[src/hdl/swom_pkg.sv]
// Shared types, constants and helpers of the sliding window outlier mean block.
// No dependencies; imported by the top level.
package swom_pkg;

    localparam int DEPTH_DEFAULT       = 16;
    localparam int SAMPLE_BITS_DEFAULT = 32;
    localparam int LIMIT_W             = 5;
    localparam int DIV_STEPS           = 64;

    localparam logic [LIMIT_W-1:0] LIMIT_RESET      = 5'd16;
    localparam logic               REG_WINDOW_LIMIT = 1'b0;

    typedef enum logic [3:0] {
        ST_IDLE,
        ST_DROP_CHK,
        ST_DROP_SUB,
        ST_APPEND,
        ST_DIV_RAW,
        ST_P1_DIFF,
        ST_P1_SQ,
        ST_P1_ACC,
        ST_DIV_VAR,
        ST_SQRT,
        ST_P2_DIFF,
        ST_P2_GAP,
        ST_DIV_CLIP,
        ST_DONE
    } state_t;

    function automatic logic [63:0] sat_add(input logic [63:0] a, input logic [63:0] b);
        logic [64:0] s;
        s = {1'b0, a} + {1'b0, b};
        return s[64] ? {64{1'b1}} : s[63:0];
    endfunction

    function automatic logic [63:0] abs_diff(input logic [63:0] a, input logic [63:0] b);
        return (a >= b) ? (a - b) : (b - a);
    endfunction

endpackage

[src/hdl/sliding_window_outlier_mean.sv]
// Top level of the sliding window outlier mean block: sequencer, shared divider,
// root unit and window store. Depends on swom_pkg and swom_ram.
//
// Each measurement beat drops the oldest window entries until fewer than
// window_limit remain (limit 0 acts as 1, limits above the depth act as the
// depth), appends the new one and returns one beat with the entry count, the
// raw mean and the mean of the entries within one standard deviation of it.
// Each measurement runs up to three passes of a bit-serial restoring divider, a
// 32-step integer square root, and two passes over the window store through
// its single registered read port; the third divider pass is skipped when no
// entry lies within the deviation. The input is not ready while a measurement
// is in work; a finished result waits in the output register, and the next
// measurement is taken meanwhile. The store needs no clearing after reset.
// window_limit resets to 16.
module sliding_window_outlier_mean #(
    parameter int WINDOW_DEPTH = swom_pkg::DEPTH_DEFAULT,
    parameter int SAMPLE_BITS  = swom_pkg::SAMPLE_BITS_DEFAULT
) (
    input  logic        aclk,
    input  logic        aresetn,
    input  logic        s_tvalid,
    output logic        s_tready,
    input  logic [31:0] s_tdata,   // [31:0] measurement
    output logic        m_tvalid,
    input  logic        m_tready,
    output logic [71:0] m_tdata,   // [4:0] entry_count, [36:5] raw_mean, [68:37] clipped_mean
    input  logic        psel,
    input  logic        penable,
    input  logic        pwrite,
    input  logic [2:0]  paddr,
    input  logic [31:0] pwdata,
    output logic [31:0] prdata,
    output logic        pready
);

    import swom_pkg::*;

    localparam int IDX_W = (WINDOW_DEPTH > 1) ? $clog2(WINDOW_DEPTH) : 1;
    localparam int CNT_W = $clog2(WINDOW_DEPTH + 1);
    localparam logic [63:0]      SAMPLE_MAX = (64'd1 << SAMPLE_BITS) - 64'd1;
    localparam logic [IDX_W-1:0] LAST_IDX   = IDX_W'(WINDOW_DEPTH - 1);
    localparam logic [IDX_W:0]   DEPTH_SUM  = (IDX_W + 1)'(WINDOW_DEPTH);
    localparam logic [CNT_W-1:0] DEPTH_CNT  = CNT_W'(WINDOW_DEPTH);
    localparam logic [5:0]       DIV_LAST   = 6'(DIV_STEPS - 1);

    // control state
    state_t               state_reg, state_next;
    logic [CNT_W-1:0]     held_reg, held_next;
    logic [IDX_W-1:0]     oldest_reg, oldest_next;
    logic [63:0]          total_reg, total_next;
    logic [LIMIT_W-1:0]   limit_reg, limit_next;
    logic                 m_tvalid_reg, m_tvalid_next;

    // datapath
    logic [SAMPLE_BITS-1:0] samp_reg, samp_next;
    logic [IDX_W-1:0]     ptr_reg, ptr_next;
    logic [CNT_W-1:0]     k_reg, k_next;
    logic [63:0]          raw_reg, raw_next;
    logic [63:0]          diff_reg, diff_next;
    logic [63:0]          prod_reg, prod_next;
    logic                 ovf_reg, ovf_next;
    logic [63:0]          sq_reg, sq_next;
    logic [63:0]          dq_reg, dq_next;
    logic [CNT_W-1:0]     rem_reg, rem_next;
    logic [CNT_W-1:0]     den_reg, den_next;
    logic [5:0]           step_reg, step_next;
    logic [63:0]          rt_x_reg, rt_x_next;
    logic [63:0]          rt_res_reg, rt_res_next;
    logic [63:0]          rt_bit_reg, rt_bit_next;
    logic [63:0]          csum_reg, csum_next;
    logic [CNT_W-1:0]     ccount_reg, ccount_next;
    logic [71:0]          m_tdata_reg, m_tdata_next;

    logic                   ram_we;
    logic [IDX_W-1:0]       ram_waddr;
    logic [IDX_W-1:0]       ram_raddr;
    logic [SAMPLE_BITS-1:0] ram_rdata;
    logic [63:0]            rd_wide;

    logic [63:0]            meas_wide;
    logic [SAMPLE_BITS-1:0] samp_in;
    logic [CNT_W-1:0]       lim_eff;
    logic [IDX_W:0]         app_sum;
    logic [IDX_W-1:0]       ptr_inc;
    logic [IDX_W-1:0]       oldest_inc;

    logic [CNT_W:0]         div_trial;
    logic                   div_ge;
    logic [CNT_W-1:0]       div_rem_step;
    logic [63:0]            div_q_step;
    logic                   div_last;

    logic [63:0]            rt_sum;
    logic                   rt_ge;
    logic [63:0]            rt_x_step;
    logic [63:0]            rt_res_step;
    logic                   rt_last;

    logic [31:0]            sq_op;
    logic [63:0]            acc_sum;
    logic [63:0]            raw_sat;
    logic [63:0]            cm_sat;
    logic [63:0]            held_wide;
    logic                   cfg_wr;

    assign meas_wide = 64'(s_tdata);
    assign samp_in   = (meas_wide > SAMPLE_MAX) ? SAMPLE_MAX[SAMPLE_BITS-1:0]
                                                : meas_wide[SAMPLE_BITS-1:0];

    assign lim_eff = (limit_reg == '0)               ? CNT_W'(1) :
                     (int'(limit_reg) > WINDOW_DEPTH) ? DEPTH_CNT :
                                                        CNT_W'(limit_reg);

    assign app_sum    = (IDX_W + 1)'(oldest_reg) + (IDX_W + 1)'(held_reg);
    assign ram_waddr  = (app_sum >= DEPTH_SUM) ? IDX_W'(app_sum - DEPTH_SUM) : IDX_W'(app_sum);
    assign ptr_inc    = (ptr_reg == LAST_IDX) ? '0 : ptr_reg + IDX_W'(1);
    assign oldest_inc = (oldest_reg == LAST_IDX) ? '0 : oldest_reg + IDX_W'(1);

    assign ram_we    = (state_reg == ST_APPEND);
    assign ram_raddr = (state_reg == ST_DROP_CHK) ? oldest_reg : ptr_reg;
    assign rd_wide   = 64'(ram_rdata);

    // shared restoring divider, one quotient bit per cycle
    assign div_trial    = {rem_reg, dq_reg[63]};
    assign div_ge       = div_trial >= {1'b0, den_reg};
    assign div_rem_step = div_ge ? CNT_W'(div_trial - {1'b0, den_reg}) : CNT_W'(div_trial);
    assign div_q_step   = {dq_reg[62:0], div_ge};
    assign div_last     = (step_reg == DIV_LAST);

    // integer square root, two radicand bits per cycle
    assign rt_sum      = rt_res_reg + rt_bit_reg;
    assign rt_ge       = rt_x_reg >= rt_sum;
    assign rt_x_step   = rt_ge ? (rt_x_reg - rt_sum) : rt_x_reg;
    assign rt_res_step = rt_ge ? ((rt_res_reg >> 1) + rt_bit_reg) : (rt_res_reg >> 1);
    assign rt_last     = (rt_bit_reg == 64'd1);

    assign sq_op     = diff_reg[31:0];
    assign acc_sum   = sat_add(sq_reg, ovf_reg ? {64{1'b1}} : prod_reg);
    assign raw_sat   = (raw_reg > SAMPLE_MAX) ? SAMPLE_MAX : raw_reg;
    assign cm_sat    = (dq_reg > SAMPLE_MAX) ? SAMPLE_MAX : dq_reg;
    assign held_wide = 64'(held_reg);

    assign cfg_wr = psel && penable && pwrite && pready;
    assign pready = 1'b1;
    assign prdata = (paddr[2] == REG_WINDOW_LIMIT) ? 32'(limit_reg) : 32'd0;

    assign s_tready = (state_reg == ST_IDLE);
    assign m_tvalid = m_tvalid_reg;
    assign m_tdata  = m_tdata_reg;

    swom_ram #(
        .WIDTH (SAMPLE_BITS),
        .DEPTH (WINDOW_DEPTH)
    ) u_store (
        .aclk    (aclk),
        .wr_en   (ram_we),
        .wr_addr (ram_waddr),
        .wr_data (samp_reg),
        .rd_addr (ram_raddr),
        .rd_data (ram_rdata)
    );

    always_comb begin
        state_next    = state_reg;
        held_next     = held_reg;
        oldest_next   = oldest_reg;
        total_next    = total_reg;
        limit_next    = limit_reg;
        m_tvalid_next = m_tvalid_reg;
        samp_next     = samp_reg;
        ptr_next      = ptr_reg;
        k_next        = k_reg;
        raw_next      = raw_reg;
        diff_next     = diff_reg;
        prod_next     = prod_reg;
        ovf_next      = ovf_reg;
        sq_next       = sq_reg;
        dq_next       = dq_reg;
        rem_next      = rem_reg;
        den_next      = den_reg;
        step_next     = step_reg;
        rt_x_next     = rt_x_reg;
        rt_res_next   = rt_res_reg;
        rt_bit_next   = rt_bit_reg;
        csum_next     = csum_reg;
        ccount_next   = ccount_reg;
        m_tdata_next  = m_tdata_reg;

        if (cfg_wr && (paddr[2] == REG_WINDOW_LIMIT)) begin
            limit_next = pwdata[LIMIT_W-1:0];
        end
        if (m_tvalid_reg && m_tready) begin
            m_tvalid_next = 1'b0;
        end

        unique case (state_reg)
            ST_IDLE: begin
                if (s_tvalid) begin
                    samp_next  = samp_in;
                    state_next = ST_DROP_CHK;
                end
            end
            ST_DROP_CHK: begin
                state_next = (held_reg >= lim_eff) ? ST_DROP_SUB : ST_APPEND;
            end
            ST_DROP_SUB: begin
                total_next  = (total_reg > rd_wide) ? (total_reg - rd_wide) : 64'd0;
                oldest_next = oldest_inc;
                held_next   = held_reg - CNT_W'(1);
                state_next  = ST_DROP_CHK;
            end
            ST_APPEND: begin
                total_next = sat_add(total_reg, 64'(samp_reg));
                held_next  = held_reg + CNT_W'(1);
                dq_next    = total_next;
                den_next   = held_next;
                rem_next   = '0;
                step_next  = '0;
                ptr_next   = oldest_reg;
                state_next = ST_DIV_RAW;
            end
            ST_DIV_RAW: begin
                dq_next   = div_q_step;
                rem_next  = div_rem_step;
                step_next = step_reg + 6'd1;
                if (div_last) begin
                    raw_next   = div_q_step;
                    sq_next    = '0;
                    k_next     = '0;
                    state_next = ST_P1_DIFF;
                end
            end
            ST_P1_DIFF: begin
                diff_next  = abs_diff(rd_wide, raw_reg);
                ptr_next   = ptr_inc;
                k_next     = k_reg + CNT_W'(1);
                state_next = ST_P1_SQ;
            end
            ST_P1_SQ: begin
                prod_next  = 64'(sq_op) * 64'(sq_op);
                ovf_next   = |diff_reg[63:32];
                state_next = ST_P1_ACC;
            end
            ST_P1_ACC: begin
                sq_next = acc_sum;
                if (k_reg == held_reg) begin
                    dq_next    = acc_sum;
                    den_next   = held_reg;
                    rem_next   = '0;
                    step_next  = '0;
                    ptr_next   = oldest_reg;
                    state_next = ST_DIV_VAR;
                end else begin
                    state_next = ST_P1_DIFF;
                end
            end
            ST_DIV_VAR: begin
                dq_next   = div_q_step;
                rem_next  = div_rem_step;
                step_next = step_reg + 6'd1;
                if (div_last) begin
                    rt_x_next   = div_q_step;
                    rt_res_next = '0;
                    rt_bit_next = 64'd1 << 62;
                    state_next  = ST_SQRT;
                end
            end
            ST_SQRT: begin
                rt_x_next   = rt_x_step;
                rt_res_next = rt_res_step;
                rt_bit_next = rt_bit_reg >> 2;
                if (rt_last) begin
                    csum_next   = '0;
                    ccount_next = '0;
                    k_next      = '0;
                    state_next  = ST_P2_DIFF;
                end
            end
            ST_P2_DIFF: begin
                if (abs_diff(rd_wide, raw_reg) <= rt_res_reg) begin
                    csum_next   = sat_add(csum_reg, rd_wide);
                    ccount_next = ccount_reg + CNT_W'(1);
                end
                ptr_next   = ptr_inc;
                k_next     = k_reg + CNT_W'(1);
                state_next = ST_P2_GAP;
            end
            ST_P2_GAP: begin
                if (k_reg == held_reg) begin
                    if (ccount_reg != '0) begin
                        dq_next    = csum_reg;
                        den_next   = ccount_reg;
                        rem_next   = '0;
                        step_next  = '0;
                        state_next = ST_DIV_CLIP;
                    end else begin
                        dq_next    = '0;
                        state_next = ST_DONE;
                    end
                end else begin
                    state_next = ST_P2_DIFF;
                end
            end
            ST_DIV_CLIP: begin
                dq_next   = div_q_step;
                rem_next  = div_rem_step;
                step_next = step_reg + 6'd1;
                if (div_last) begin
                    state_next = ST_DONE;
                end
            end
            ST_DONE: begin
                if (!m_tvalid_reg || m_tready) begin
                    m_tdata_next  = {3'd0, cm_sat[31:0], raw_sat[31:0], held_wide[4:0]};
                    m_tvalid_next = 1'b1;
                    state_next    = ST_IDLE;
                end
            end
            default: begin
                state_next = ST_IDLE;
            end
        endcase
    end

    always_ff @(posedge aclk) begin
        if (!aresetn) begin
            state_reg    <= ST_IDLE;
            held_reg     <= '0;
            oldest_reg   <= '0;
            total_reg    <= '0;
            limit_reg    <= LIMIT_RESET;
            m_tvalid_reg <= 1'b0;
        end else begin
            state_reg    <= state_next;
            held_reg     <= held_next;
            oldest_reg   <= oldest_next;
            total_reg    <= total_next;
            limit_reg    <= limit_next;
            m_tvalid_reg <= m_tvalid_next;
        end
    end

    always_ff @(posedge aclk) begin
        samp_reg    <= samp_next;
        ptr_reg     <= ptr_next;
        k_reg       <= k_next;
        raw_reg     <= raw_next;
        diff_reg    <= diff_next;
        prod_reg    <= prod_next;
        ovf_reg     <= ovf_next;
        sq_reg      <= sq_next;
        dq_reg      <= dq_next;
        rem_reg     <= rem_next;
        den_reg     <= den_next;
        step_reg    <= step_next;
        rt_x_reg    <= rt_x_next;
        rt_res_reg  <= rt_res_next;
        rt_bit_reg  <= rt_bit_next;
        csum_reg    <= csum_next;
        ccount_reg  <= ccount_next;
        m_tdata_reg <= m_tdata_next;
    end

`ifndef SYNTHESIS
    a_held_bound: assert property (@(posedge aclk) disable iff (!aresetn)
        held_reg <= DEPTH_CNT)
        else $error("window count exceeds depth");

    a_oldest_bound: assert property (@(posedge aclk) disable iff (!aresetn)
        oldest_reg <= LAST_IDX)
        else $error("oldest index out of range");

    a_div_rem: assert property (@(posedge aclk) disable iff (!aresetn)
        (state_reg == ST_DIV_RAW || state_reg == ST_DIV_VAR || state_reg == ST_DIV_CLIP)
        |-> (rem_reg < den_reg))
        else $error("divider remainder not below divisor");

    a_done_nonempty: assert property (@(posedge aclk) disable iff (!aresetn)
        (state_reg == ST_DONE) |-> (held_reg != '0))
        else $error("result with empty window");

    a_root_bit: assert property (@(posedge aclk) disable iff (!aresetn)
        (state_reg == ST_SQRT)
        |-> ((rt_bit_reg != '0) && ((rt_bit_reg & (rt_bit_reg - 64'd1)) == '0)))
        else $error("root trial bit not a single bit");
`endif

endmodule

[src/hdl/swom_ram.sv]
// Generic single-write, single-read RAM with registered read data.
// No dependencies.
module swom_ram #(
    parameter int WIDTH = 32,
    parameter int DEPTH = 16
) (
    input  logic                                      aclk,
    input  logic                                      wr_en,
    input  logic [((DEPTH > 1) ? $clog2(DEPTH) : 1)-1:0] wr_addr,
    input  logic [WIDTH-1:0]                          wr_data,
    input  logic [((DEPTH > 1) ? $clog2(DEPTH) : 1)-1:0] rd_addr,
    output logic [WIDTH-1:0]                          rd_data
);

    logic [WIDTH-1:0] mem_reg [DEPTH];

    always_ff @(posedge aclk) begin
        if (wr_en) begin
            mem_reg[wr_addr] <= wr_data;
        end
        rd_data <= mem_reg[rd_addr];
    end

endmodule
[config.mk]
export PLATFORM = sky130hd
export DESIGN_NAME = sliding_window_outlier_mean
export DESIGN_NICKNAME = d
export VERILOG_FILES = /design/src/hdl/swom_pkg.sv /design/src/hdl/sliding_window_outlier_mean.sv /design/src/hdl/swom_ram.sv
export SDC_FILE = /design/constraint.sdc
export NUM_CORES = 2
export LEC_CHECK = 0
export ABC_AREA = 1
export ABC_CLOCK_PERIOD_IN_PS = 10400
export BUFFER_PORTS_ARGS = -buffer_cell sky130_fd_sc_hd__buf_2
export CAP_MARGIN = 10
export CORE_MARGIN = 10
export CORE_UTILIZATION = 59
export CTS_CLUSTER_SIZE = 14
export DETAILED_ROUTE_END_ITERATION = 10
export PLACE_DENSITY = 0.74
export SLEW_MARGIN = 15
export SYNTH_ARGS = -nofsm -noshare
export SYNTH_HDL_FRONTEND = slang
export SYNTH_SLANG_ARGS = --single-unit
[constraint.sdc]
create_clock -name aclk -period 10.4 [get_ports aclk]
set_input_delay 3.12 -clock aclk [delete_from_list [all_inputs] [get_ports aclk]]
set_output_delay 3.12 -clock aclk [all_outputs]
set_load 0.02 [all_outputs]
======== Word level (Yosys, flattened, before mapping) ========
Memory sizes are Yosys's and may differ from the RTL's. A register that Yosys moved wholly into a read port is not among the register bits.
Index checks and enable logic that the tools add are counted.
storage, ports and cells
  flip-flop bits (word level) ............. 791
  bits in writable memories ............... 512
  bits of input ports ..................... 74
  word-level logic and storage cells ...... 188
  memories kept ........................... 1
cells by class
  add/sub/neg operators ................... 19
  multiply operators ...................... 1
  magnitude comparators ................... 11
  equal/unequal tests ..................... 29
  multiplexer cells ....................... 67
  bitwise logic cells ..................... 1
  reductions and logical operators ........ 33
memories
  memory           words  bits a word  rd ports  clocked after Yosys merged registers in  wr ports  line            text
  u_store.mem_reg  16     32           1         1                                        1         swom_ram.sv:15  logic [WIDTH-1:0] mem_reg [DEPTH];
operators with widths
  cell                                                              number
  2-to-1 mux 64 bit                                                 16
  one-hot mux 64 bit (2 select lines)                               6
  one-hot mux 64 bit (4 select lines)                               1
  adder 64 x 32 -> 65 bit                                           2
  greater-than comparator 64 x 32 -> 1 bit (second input constant)  2
  subtractor 64 x 32 -> 64 bit                                      2
  adder 64 x 64 -> 65 bit                                           1
  2-to-1 mux 5 bit                                                  13
  adder 63 x 64 -> 64 bit                                           1
  adder 64 bit                                                      1
  equality test 64 x 1 -> 1 bit (second input constant)             1
  >= comparator 32 x 64 -> 1 bit                                    1
  >= comparator 64 bit                                              1
  greater-than comparator 64 x 32 -> 1 bit                          1
  less-or-equal comparator 64 bit                                   1
  multiplier 32 x 32 -> 64 bit                                      1
  subtractor 32 x 64 -> 64 bit                                      1
  subtractor 64 bit                                                 1
  one-hot mux 4 bit (14 select lines)                               1
  2-to-1 mux 4 bit                                                  13
  equality test 4 bit (second input constant)                       8
  greater-than comparator 32 bit (second input constant)            1
  OR reduction 32 bit                                               1
  one-hot mux 5 bit (3 select lines)                                2
  other kinds (39)                                                  82

======== Depth between registers and ports, before layout ========
  word-level depth ........................ 6
  gate-level depth with buffers ........... 33

======== Cells and area by module ========
A second synthesis with hierarchy kept.
unflattened totals
  cells, all modules ...................... 15712
  area total of the unflattened synthesis .. 119422.0 um^2
modules (own cells, without submodules)
  module                       times used  cells an instance  area each (um^2)
  sliding_window_outlier_mean  1           13592              96677.7
  swom_ram                     1           2120               22744.3

======== Worst setup path after synthesis ========
No wires, ideal clock.
  path type ............................... register to register
  start point ............................. register step_reg[0]
  end point ............................... register rt_x_reg[0], enable pin
  library setup time ...................... 0.418 ns
  arrival time ............................ 9.915 ns
  required time ........................... 9.982 ns
  slack ................................... 0.068 ns
  stages on the path, launching flop included .. 10
  path buffers ............................ 0
  clock period less this slack ............ 10.332 ns
  cell sequence ........................... edfxtp_1 ha_1 nand2_1 nor2_1 inv_1 nor2_1 nand2_1 o31ai_1 o21ai_1 inv_1
on the way
  word-level cells in the longest chain between the ends .. 3
ends and longest elaborated chain
  element                               line                                text
  start: declaration                    sliding_window_outlier_mean.sv:66   logic [5:0] step_reg, step_next;
  start signal: assignment              sliding_window_outlier_mean.sv:355  step_reg <= step_next;
  equality test 6 bit                   sliding_window_outlier_mean.sv:128  assign div_last = (step_reg == DIV_LAST);
  != test 2 bit (no source line)        -
  AND reduction 3 bit (no source line)  -
  end signal: assignment                sliding_window_outlier_mean.sv:356  rt_x_reg <= rt_x_next;
  end: declaration                      sliding_window_outlier_mean.sv:67   logic [63:0] rt_x_reg, rt_x_next;
No other way between the ends.
A chain may end at the register's enable or synchronous reset.

======== Worst setup path after layout ========
  start point ............................. register diff_reg[11]
  end point ............................... register prod_reg[38], data pin
on the way
  word-level cells in the longest chain between the ends .. 1
ends and longest elaborated chain
  element                       line                                text
  start: declaration            sliding_window_outlier_mean.sv:59   logic [63:0] diff_reg, diff_next;
  start signal: assignment      sliding_window_outlier_mean.sv:348  diff_reg <= diff_next;
  multiplier 32 x 32 -> 64 bit  sliding_window_outlier_mean.sv:240  prod_next = 64'(sq_op) * 64'(sq_op);
  end signal: assignment        sliding_window_outlier_mean.sv:349  prod_reg <= prod_next;
  end: declaration              sliding_window_outlier_mean.sv:60   logic [63:0] prod_reg, prod_next;
No other way between the ends.

==> reports/metrics.cfg <==
[timing]
finalCriticalPeriod_ns=8.34
rsz0062_at_grt=no
finalSetupViolCount=0
fmax_ghz=0.120
fin_skew_ns=0.0844
slew_headroom=0.170
slew_viol_final=0
hold_violations=0
setup-tns-final_ns=0
finalCritPeriodShare=0.801
worst_pin_slew_ns=1.23

[synth]
syn_area_mm2=0.117
ys_ff_latch=1302
ys_warn_count=0
syn_inst=15000
synth_ff_type=edfxtp_1
syn_area_per_cell_um2=7.82
async_reset_ff_frac=0
synth_edf_count=1187
synth.yosys.seq_area_share=0.324
ys_types=64

[route]
drt_wl_total_um=421000
via_per_inst=5.77
ant_nets=0
drt_iter0_drc=11900
first_pass_iters=10
routedWlPerCell_um=23.7
drc_errors=0
vias=102000

[setup_path]
setup.worst_path.end_class=flip-flop
reg2reg_to=prod_reg[38]$_DFFE_PP_
path_buf_inv=6
worstPathRequired_ns=10.95
timing.rr.start=diff_reg[11]$_DFFE_PP_
r2r_cells=25
worst_ep_arrival_time_ns=8.88
slowest_stage=edfxtp_1
cp_top_family=adder cells
crit_fanout=21
path_class=flip-flop to flip-flop
rrSetupSlack_ns=2.06
startpoint_type=flip-flop
max_stage_delay_ns=0.85
path_common_cell=fa_1

[hold_path]
hold_class=flip-flop to flip-flop
whs_endpoint=raw_reg[2]$_DFFE_PP_
worstHoldStart=dq_reg[1]$_DFFE_PP_
whs_path_depth=0

[clock_tree]
cts_resized=0
holdBufCountCts=0
path_clk_slew_ns=0.07
h-tree-depth=4
cts_tree=done
clk_latency_ns=0.88
clockRootBuffer=clkbuf_16
cts_made_buffers=146
post_cts_buffers=0
cts_num_sinks=1302
max-clock-path-buffers=3

[layout]
seq_area_mm2=0.0379
syn_to_final_growth_pct=7.12
num-fill-cells=17600
drive_gt1_frac=0.0430
largest_reg_flops=512
layout_commonest_cell=nand2_1
final_cell_mix=nand2_1, inv_1, nor2_1
finalNonFillerCells=17700
final_nets=16600
multi_input_area_mm2=0.0666

[grt]
grt_max_degree=191
overflow=0
antenna_found_initial=19
grt_pass1_vias=100000
grt_pass1_wl_um=621000
track_usage=0.381

[floorplan]
ios=181
die_height_um=465
fp.dieW_um=465
die_area_mm2=0.217
num_rows=163
start_util=0.593
core_area_mm2=0.197

[outcome]
status=completed

[placed_design]
dp_hpwl_um=332000
gp_congestion=1.07
io_buffers=120
dp_cells=17500

[run]
cap_violations=0

[power]
peakVddDrop_uv=274
power_density_mw_per_mm2=151
p_leak_nw=61.0

## where the power goes
group	leakage, nW	total (W)	switching (W)	internal, W
clock network	2.40	0.00546	0.00239	0.00307
registers	11.4	0.00626	0.000252	0.00601
logic	47.1	0.00717	0.00490	0.00227
## routing by layer
layer / GRT usage / part of all wire / wire (um) / vias up
met5: 0 / 0.00014 / 57 / -
met4: 0.261 / 0.083 / 34800 / 10
met3: 0.0735 / 0.095 / 40100 / 1117
met2: 0.588 / 0.44 / 184000 / 5227
met1: 0.487 / 0.38 / 161000 / 48300
li1: - / - / - / 47700
## final cells by class
class	count	share of cell area
clock inverters	74	0.00891
repair buffers	224	0.0111
multi-input cells	10300	0.531
flip-flops and latches	1302	0.303
diodes	9	0.000180
inverters	2953	0.0885
clock buffers	193	0.0313
well taps	2640	0.0263
## cell families after synthesis
| group | synth area share |
|---|---|
| adders and majority gates | 0.215 |
| buffers and inverters | 0.110 |
| AOI/OAI and AO/OA | 0.0984 |
| xor gates and xnor gates | 0.0307 |
| muxes | 0.0000962 |
| other | 0.0000641 |
| DFF | 0.324 |
| and+or+nand+nor | 0.221 |
## stage by stage
stage	total power, W	utilization	area, um2	hold slack (ns)	worst slack (ns)
global route	0.0199	0.635	125000	0.494	1.76
global placement	0.0133	0.610	120000	0.468	2.21
CTS	0.0187	0.635	125000	0.485	2.12
finish	0.0189	0.635	125000	0.488	2.06
detailed placement	0.0132	0.610	120000	0.479	2.15
floorplan	0.0110	-	117000	0.435	0.0677
## cell usage after synthesis, drive strengths merged (2+ instances only)
cell	instances	area (um2)
nand2	3541	13300
inv	2950	11100
nor2	1581	6010
edfxtp	1187	35600
o21ai	825	4160
fa	803	16100
nand3	761	3860
a21oi	747	3750
ha	727	9100
clkbuf	258	977
xor2	229	2010
xnor2	181	1590
nor3	140	721
buf	139	867
dfxtp	115	2300
nand4	101	638
o221ai	94	823
or2	83	519
o211ai	67	503
o21bai	67	503
a22oi	63	473
nor4	55	359
o22ai	47	294
a31oi	33	206
nand3b	33	248
a21o	28	210
a21boi	24	180
o21a	22	165
a211oi	17	128
and3	14	87.6
and2	11	68.8
a31o	4	35.0
a221oi	3	26.3
clkinv	3	11.3
nor3b	3	22.5
o2111ai	3	26.3
conb	2	7.51
o31ai	2	15.0
## worst max path at each step
stage | startpoint | end | depth (start not counted)
floorplan | step_reg[0]$_SDFFCE_PP0P_ | rt_x_reg[0]$_DFFE_PP_ | 9
global placement | diff_reg[11]$_DFFE_PP_ | prod_reg[38]$_DFFE_PP_ | 25
detailed placement | diff_reg[11]$_DFFE_PP_ | prod_reg[38]$_DFFE_PP_ | 25
CTS | diff_reg[11]$_DFFE_PP_ | prod_reg[38]$_DFFE_PP_ | 25
global route | diff_reg[11]$_DFFE_PP_ | prod_reg[38]$_DFFE_PP_ | 25
finish | diff_reg[11]$_DFFE_PP_ | prod_reg[38]$_DFFE_PP_ | 25
Power figures use the tool's default switching activity.
